$ cat config.mk
export PLATFORM = sky130hd
export DESIGN_NAME = circular_deque_with_front_decrement
export DESIGN_NICKNAME = d
export VERILOG_FILES = /design/src/hdl/cdq_pkg.sv /design/src/hdl/circular_deque_with_front_decrement.sv
export SDC_FILE = /design/constraint.sdc
export NUM_CORES = 1
export LEC_CHECK = 0
export BUFFER_PORTS_ARGS = -buffer_cell sky130_fd_sc_hd__buf_2
export CORE_MARGIN = 2
export CORE_UTILIZATION = 45
export DETAILED_ROUTE_END_ITERATION = 10
export GPL_TIMING_DRIVEN = 1
export PLACE_DENSITY = 0.62
export RECOVER_POWER = 50
export SYNTH_ARGS = -nofsm -noshare
export SYNTH_HDL_FRONTEND = slang
export SYNTH_SLANG_ARGS = --single-unit
$ cat constraint.sdc
create_clock -name i_clk -period 5.4 [get_ports i_clk]
set_clock_uncertainty 0.2 [all_clocks]
set_input_delay 0.54 -clock i_clk [delete_from_list [all_inputs] [get_ports i_clk]]
set_output_delay 0.54 -clock i_clk [all_outputs]
set_load 0.03 [all_outputs]
$ cat src/hdl/cdq_pkg.sv
`timescale 1ns / 1ps
`default_nettype none

package cdq_pkg;

    localparam int DEPTH  = 16;
    localparam int DATA_W = 16;
    localparam int ADDR_W = $clog2(DEPTH);
    localparam int CNT_W  = $clog2(DEPTH + 1);
    localparam int CAP_W  = 5;
    localparam int ACT_W  = 3;

    localparam int S_DATA_W = ((ACT_W + DATA_W + 7) / 8) * 8;
    localparam int M_DATA_W = ((1 + DATA_W + CNT_W + 7) / 8) * 8;

    localparam logic [CAP_W-1:0] CAP_RESET = CAP_W'(10);

    localparam logic [ACT_W-1:0] ACT_APPEND = 3'd0;
    localparam logic [ACT_W-1:0] ACT_PUSH   = 3'd1;
    localparam logic [ACT_W-1:0] ACT_REMOVE = 3'd2;
    localparam logic [ACT_W-1:0] ACT_PEEK   = 3'd3;
    localparam logic [ACT_W-1:0] ACT_SERVE  = 3'd4;

    // zero acts as one, anything above the ring size acts as the ring size
    function automatic logic [CNT_W-1:0] cap_eff(input logic [CAP_W-1:0] cap);
        logic [CNT_W-1:0] c;
        if (cap == '0) begin
            c = CNT_W'(1);
        end else if (32'(cap) > DEPTH) begin
            c = CNT_W'(DEPTH);
        end else begin
            c = CNT_W'(cap);
        end
        return c;
    endfunction

endpackage

`default_nettype wire

$ cat src/hdl/circular_deque_with_front_decrement.sv
`timescale 1ns / 1ps
`default_nettype none

// Ring-buffer deque of 16-bit values over a 16-entry single-port-write memory with a
// registered read. The front entry is read at item accept and comes back the next cycle;
// the result is loaded into the output register once that is free (a serve then writes
// the decremented entry back), and only then is the next item taken. The output register
// lets one further item be taken while a result waits; that item then holds until the
// output is free. A capacity write empties the deque at once and keeps the stored values.
module circular_deque_with_front_decrement
    import cdq_pkg::*;
(
    input  wire logic                i_clk,
    input  wire logic                i_rst_n,
    input  wire logic                i_cfg_we,
    input  wire logic [CAP_W-1:0]    i_cfg_wdata,
    input  wire logic                s_axis_tvalid,
    output logic                     s_axis_tready,
    input  wire logic [S_DATA_W-1:0] s_axis_tdata,   // action, item_value
    output logic                     m_axis_tvalid,
    input  wire logic                m_axis_tready,
    output logic [M_DATA_W-1:0]      m_axis_tdata    // ok, item_out, entries
);

    typedef enum logic {
        ST_IDLE,
        ST_READ
    } t_state;

    t_state              r_state;
    logic [CAP_W-1:0]    r_cap;
    logic [ADDR_W-1:0]   r_head;
    logic [ADDR_W-1:0]   r_tail;
    logic [CNT_W-1:0]    r_occ;
    logic                r_ok;
    logic                r_ret;
    logic                r_serve;
    logic [ADDR_W-1:0]   r_addr;
    logic [CNT_W-1:0]    r_entries;
    logic                r_m_valid;
    logic [M_DATA_W-1:0] r_m_data;
    logic [DATA_W-1:0]   r_rdata;

    logic [DATA_W-1:0]   mem [DEPTH];

    logic [ACT_W-1:0]    act;
    logic [DATA_W-1:0]   val;
    logic [CNT_W-1:0]    cap;
    logic                full;
    logic                empty;
    logic                s_acc;
    logic                out_free;
    logic [ADDR_W-1:0]   head_inc;
    logic [ADDR_W-1:0]   tail_inc;
    logic [ADDR_W-1:0]   head_dec;
    logic [ADDR_W-1:0]   n_head;
    logic [ADDR_W-1:0]   n_tail;
    logic [CNT_W-1:0]    n_occ;
    logic                n_ok;
    logic                we;
    logic [ADDR_W-1:0]   waddr;
    logic [DATA_W-1:0]   wdata;
    logic [DATA_W-1:0]   item;

    assign act   = s_axis_tdata[ACT_W-1:0];
    assign val   = s_axis_tdata[ACT_W +: DATA_W];
    assign cap   = cap_eff(r_cap);
    assign full  = r_occ >= cap;
    assign empty = r_occ == '0;

    assign s_axis_tready = (r_state == ST_IDLE);
    assign s_acc         = s_axis_tvalid && s_axis_tready;
    assign out_free      = !r_m_valid || m_axis_tready;

    assign head_inc = ((CNT_W'(r_head) + CNT_W'(1)) >= cap) ? '0 : r_head + ADDR_W'(1);
    assign tail_inc = ((CNT_W'(r_tail) + CNT_W'(1)) >= cap) ? '0 : r_tail + ADDR_W'(1);
    assign head_dec = (r_head == '0 || CNT_W'(r_head) >= cap)
                    ? ADDR_W'(cap - CNT_W'(1)) : r_head - ADDR_W'(1);

    always_comb begin
        n_head = r_head;
        n_tail = r_tail;
        n_occ  = r_occ;
        n_ok   = 1'b0;
        unique case (act) inside
            ACT_APPEND: begin
                if (!full) begin
                    n_tail = tail_inc;
                    n_occ  = r_occ + CNT_W'(1);
                    n_ok   = 1'b1;
                end
            end
            ACT_PUSH: begin
                if (!full) begin
                    n_head = head_dec;
                    n_occ  = r_occ + CNT_W'(1);
                    n_ok   = 1'b1;
                end
            end
            ACT_REMOVE: begin
                if (!empty) begin
                    n_head = head_inc;
                    n_occ  = r_occ - CNT_W'(1);
                    n_ok   = 1'b1;
                end
            end
            ACT_PEEK, ACT_SERVE: begin
                n_ok = !empty;
            end
            default: begin
                n_ok = 1'b0;
            end
        endcase
    end

    // one write port: stores at item accept, serve write-back in the read cycle
    always_comb begin
        we    = 1'b0;
        waddr = r_addr;
        wdata = r_rdata - DATA_W'(1);
        if (r_state == ST_READ) begin
            we = r_serve && out_free;
        end else if (s_acc && !full && (act == ACT_APPEND || act == ACT_PUSH)) begin
            we    = 1'b1;
            waddr = (act == ACT_APPEND) ? tail_inc : head_dec;
            wdata = val;
        end
    end

    always_ff @(posedge i_clk) begin
        if (we) begin
            mem[waddr] <= wdata;
        end
        if (s_acc) begin
            r_rdata <= mem[r_head];
        end
    end

    assign item = r_ret ? r_rdata : '0;

    always_ff @(posedge i_clk) begin
        if (!i_rst_n) begin
            r_state   <= ST_IDLE;
            r_cap     <= CAP_RESET;
            r_head    <= '0;
            r_tail    <= ADDR_W'(cap_eff(CAP_RESET) - CNT_W'(1));
            r_occ     <= '0;
            r_m_valid <= 1'b0;
            r_m_data  <= '0;
        end else begin
            if (i_cfg_we) begin
                r_cap  <= i_cfg_wdata;
                r_head <= '0;
                r_tail <= ADDR_W'(cap_eff(i_cfg_wdata) - CNT_W'(1));
                r_occ  <= '0;
            end else if (s_acc) begin
                r_head <= n_head;
                r_tail <= n_tail;
                r_occ  <= n_occ;
            end
            unique case (r_state)
                ST_IDLE: begin
                    if (m_axis_tready) begin
                        r_m_valid <= 1'b0;
                    end
                    if (s_acc) begin
                        r_state <= ST_READ;
                    end
                end
                ST_READ: begin
                    if (out_free) begin
                        r_m_valid <= 1'b1;
                        r_m_data  <= M_DATA_W'({r_entries, item, r_ok});
                        r_state   <= ST_IDLE;
                    end
                end
                default: begin
                    r_state <= ST_IDLE;
                end
            endcase
        end
    end

    always_ff @(posedge i_clk) begin
        if (s_acc) begin
            r_ok      <= n_ok;
            r_ret     <= n_ok && (act == ACT_REMOVE || act == ACT_PEEK);
            r_serve   <= n_ok && (act == ACT_SERVE);
            r_addr    <= r_head;
            r_entries <= n_occ;
        end
    end

    assign m_axis_tvalid = r_m_valid;
    assign m_axis_tdata  = r_m_data;

    a_occ_cap: assert property (@(posedge i_clk) disable iff (!i_rst_n)
        r_occ <= cap)
        else $error("occupancy above capacity");

    a_head_range: assert property (@(posedge i_clk) disable iff (!i_rst_n)
        CNT_W'(r_head) < cap && CNT_W'(r_tail) < cap)
        else $error("pointer outside ring");

    a_one_at_a_time: assert property (@(posedge i_clk) disable iff (!i_rst_n)
        s_acc |=> !s_axis_tready)
        else $error("item taken while previous one in flight");

    a_fail_zero: assert property (@(posedge i_clk) disable iff (!i_rst_n)
        (r_m_valid && !r_m_data[0]) |-> (r_m_data[DATA_W:1] == '0))
        else $error("failed item returns nonzero data");

endmodule

`default_nettype wire
==> results.sh <==
export IMPL_status="finished, violations left"
export IMPL_violations="capacitance limit, slew limit"
export IMPL_drt_wirelength_per_cell_um=23.3
export IMPL_synth_edf_count=284
export IMPL_worstMarginPinSlew_ns=2.10
export IMPL_crit_path_frequent_cell="nor2_1"
export IMPL_peakVddDrop_uv=217
export IMPL_syn_avg_cell_area_um2=17.0
export IMPL_grt_pass1_vias=7453
export IMPL_rsz0062_at_grt="no"
export IMPL_grt_pass1_wl_mm=46.1
export IMPL_core_area_um2=29800
export IMPL_power_w=0.00553
export IMPL_ant_nets=0
export IMPL_die_area_um2=31800
export IMPL_nNetsFinal=962
export IMPL_internal_power_w=0.00433
export IMPL_pwr_share_comb_pct=6.0
export IMPL_startpoint_type="register"
export IMPL_worstSetupEndpoint="mem[10][1]"
export IMPL_syn_to_final_growth_pct=14.9
export IMPL_antenna_found_initial=0
export IMPL_cp_end_kind="register"
export IMPL_finalNonFillerCells=1318
export IMPL_cp_top_family="simple AND/OR/NAND/NOR gates"
export IMPL_final_seq_area_um2=9380
export IMPL_slew_headroom_pct=-40.3
export IMPL_final_layout_size_suffix_gt1_share_pct=22.5
export IMPL_n_antenna_cell=0
export IMPL_pwr_share_clk_pct=42.6
export IMPL_row_count=63
export IMPL_cpPeakStageDelay_ns=0.60
export IMPL_synth_compound_area_share_pct=5.88
export IMPL_die_h_um=178
export IMPL_clockBufferDepth=3
export IMPL_postCtsSetupBuffers=0
export IMPL_worstPathRequired_ns=5.38
export IMPL_cts_tree="done"
export IMPL_reg2reg_to="mem[10][1]"
export IMPL_rrSetupSlack_ns=0.85
export IMPL_routed_wl_mm=30.7
export IMPL_final_common_cell="edfxtp_1"
export IMPL_via_count=7630
export IMPL_crit_type="register to register"
export IMPL_yosys_warnings=0
export IMPL_switching_share_pct=21.7
export IMPL_initial_core_util_pct=45.9
export IMPL_path_buf_inv=2
export IMPL_powerDensity_nw_per_um2=352
export IMPL_io_buffers=52
export IMPL_synth_mux_area_share_pct=14.0
export IMPL_syn_area_um2=13700
export IMPL_grt_max_degree=69
export IMPL_grt_usage_pct=19.9
export IMPL_multi_input_area_um2=4170
export IMPL_post_cts_resize_count=0
export IMPL_slowest_stage="mux2i_2"
export IMPL_ys_seq_area_share_pct=68.5
export IMPL_layout_common_cells="edfxtp_1, mux4_2, nand2_1"
export IMPL_p_switching_w=0.00120
export IMPL_grt_overflow=0
export IMPL_r2r_start="r_cap[1]"
export IMPL_root_buffer="clkbuf_16"
export IMPL_crit_fanout=29
export IMPL_gp_congestion=0.835
export IMPL_synth_simple_area_share_pct=6.24
export IMPL_r2r_cells=12
export IMPL_crit_start="r_cap[1]"
export IMPL_hold_viol=0
export IMPL_path_clk_slew_ns=0.06
export IMPL_cp_arrival_ns=4.53
export IMPL_routed_via_density=5.79
export IMPL_drcViolationCount=0
export IMPL_crit_chain="nor3_1, nor2_1, nor2_1, ha_1, nand2b_1, a31oi_1, o21ai_0, nor2_1, buf_4, mux2i_2, and3_1, buf_4"
export IMPL_syn_inst=806
export IMPL_hpwlAfterDp_mm=18.6
export IMPL_p_seq_share_pct=51.4
export IMPL_setup_tns_ns=0
export IMPL_postCtsHoldBufs=0
export IMPL_hp_class="input pin to register"
export IMPL_setup_viol=0
export IMPL_drt_pass1_iterations=5
export IMPL_io_pins=60
export IMPL_drv_cap=4
export IMPL_ys_types=61
export IMPL_cts_htree_levels=2
export IMPL_synth_top_family_by_area="multiplexers"
export IMPL_slew_viol_final=117
export IMPL_placedCellCount=1254
export IMPL_cts_buffers=35
export IMPL_synth_ff_type="edfxtp_1"
export IMPL_die_x_um=178
export IMPL_ys_ff_latch=326
export IMPL_power_leakage_nw=5.09
export IMPL_min_period_ns=4.55
export IMPL_post_route_period_util_pct=84.3
export IMPL_fill_cells=2429
export IMPL_async_flop_share_pct=0
export IMPL_max_freq_ghz=0.220
export IMPL_worstSetupPathDepth=12
export IMPL_drt_iter0_markers=636
export IMPL_synth_xor_area_share_pct=1.34
export IMPL_synth_fa_ha_area_share_pct=2.47
export IMPL_clock_sinks=326
export IMPL_clk_latency_ns=0.51
-- sequential cells by signal, summed over array words and instances (netlist names), 4 cells and up --
name	count
r_tail	4
m_axis_tdata	22
r_rdata	16
r_head	4
r_entries	5
mem	256
r_cap	5
r_addr	4
r_occ	5
-- synthesized netlist by cell type, types with 6 or more instances --
cell type,instances,share of area [%]
a21oi_1,17,0.62
a211oi_1,6,0.33
mux2i_1,7,0.51
edfxtp_1,284,62
a31oi_1,7,0.32
mux4_2,80,13
buf_2,8,0.29
inv_1,15,0.41
xnor2_1,16,1.0
clkbuf_1,23,0.63
nor3_1,23,0.84
and3_1,8,0.37
a21boi_0,8,0.44
ha_1,27,2.5
dfxtp_1,42,6.1
nor2_1,32,0.88
a22o_1,16,1.0
nand2_1,62,1.7
nor3b_1,10,0.55
nand2b_1,10,0.46
o21ai_0,24,0.88
-- worst reg2reg max path, cell delays in order, from the launching register on --
cell and delay (ns):
dfxtp_1 0.34, nor3_1 0.20, nor2_1 0.06, nor2_1 0.40, ha_1 0.33, nand2b_1 0.13
a31oi_1 0.27, o21ai_0 0.32, nor2_1 0.39, buf_4 0.41, mux2i_2 0.60, and3_1 0.25
buf_4 0.32
-- metal layers --
metal  up-vias  track usage (%)  share of wire, %
met2       260             32.8                49
met4         0             4.95               1.9
met3        46             3.15               6.6
li1       3413                -                 -
met1      3911             27.8                43
met5         -                0                 0
-- logic make-up after synthesis --
group                    Yosys count
flip-flops                       326
other                              1
XOR/XNOR                          21
multiplexers                      90
AO/OA/AOI/OAI                    115
adder cells (fa/ha/maj)           27
buffers and inverters             51
AND/OR/NAND/NOR                  175
-- how the worst min path moves through the flow --
stage	endpoint	depth (start not counted)	start	slack, ns
detailed placement	m_axis_tdata[19]	2	m_axis_tdata[19]	0.25
finish	r_state	2	s_axis_tvalid	0.05
global placement	m_axis_tdata[19]	2	m_axis_tdata[19]	0.25
CTS	r_state	2	s_axis_tvalid	0.04
floorplan	r_addr[1]	0	r_head[1]	0.26
global route	r_state	2	s_axis_tvalid	0.05
-- metrics by stage --
step                      setup WS (ns)  util [%]  hold slack, ns  cell area, um^2
after CTS                         0.914      53.1          0.0392            15800
after detailed placement          0.936      49.3           0.254            14700
final                             0.846      52.7          0.0524            15700
after global routing              0.562      52.7          0.0524            15700
after global placement            0.943      49.3           0.254            14700
after floorplan                   0.512         -           0.261            13700
-- power groups by stage --
stage	clock network [W]	logic [W]	registers (W)
2_1_floorplan	0	0.000212	0.00290
3_3_place_gp	0	0.000337	0.00289
3_5_place_dp	0	0.000343	0.00289
4_1_cts	0.00240	0.000344	0.00284
5_1_grt	0.00249	0.000366	0.00285
6_report	0.00235	0.000332	0.00284
-- final cells by class --
class                   instances  share of cell area (%)
flip-flops and latches        326                    59.7
multi-input cells             430                    26.5
clock buffers                  50                    6.19
repair buffers                 93                    3.12
well taps                     390                    3.11
clock inverters                14                    1.04
inverters                      15                   0.358
(Power assumes the default switching activity.)
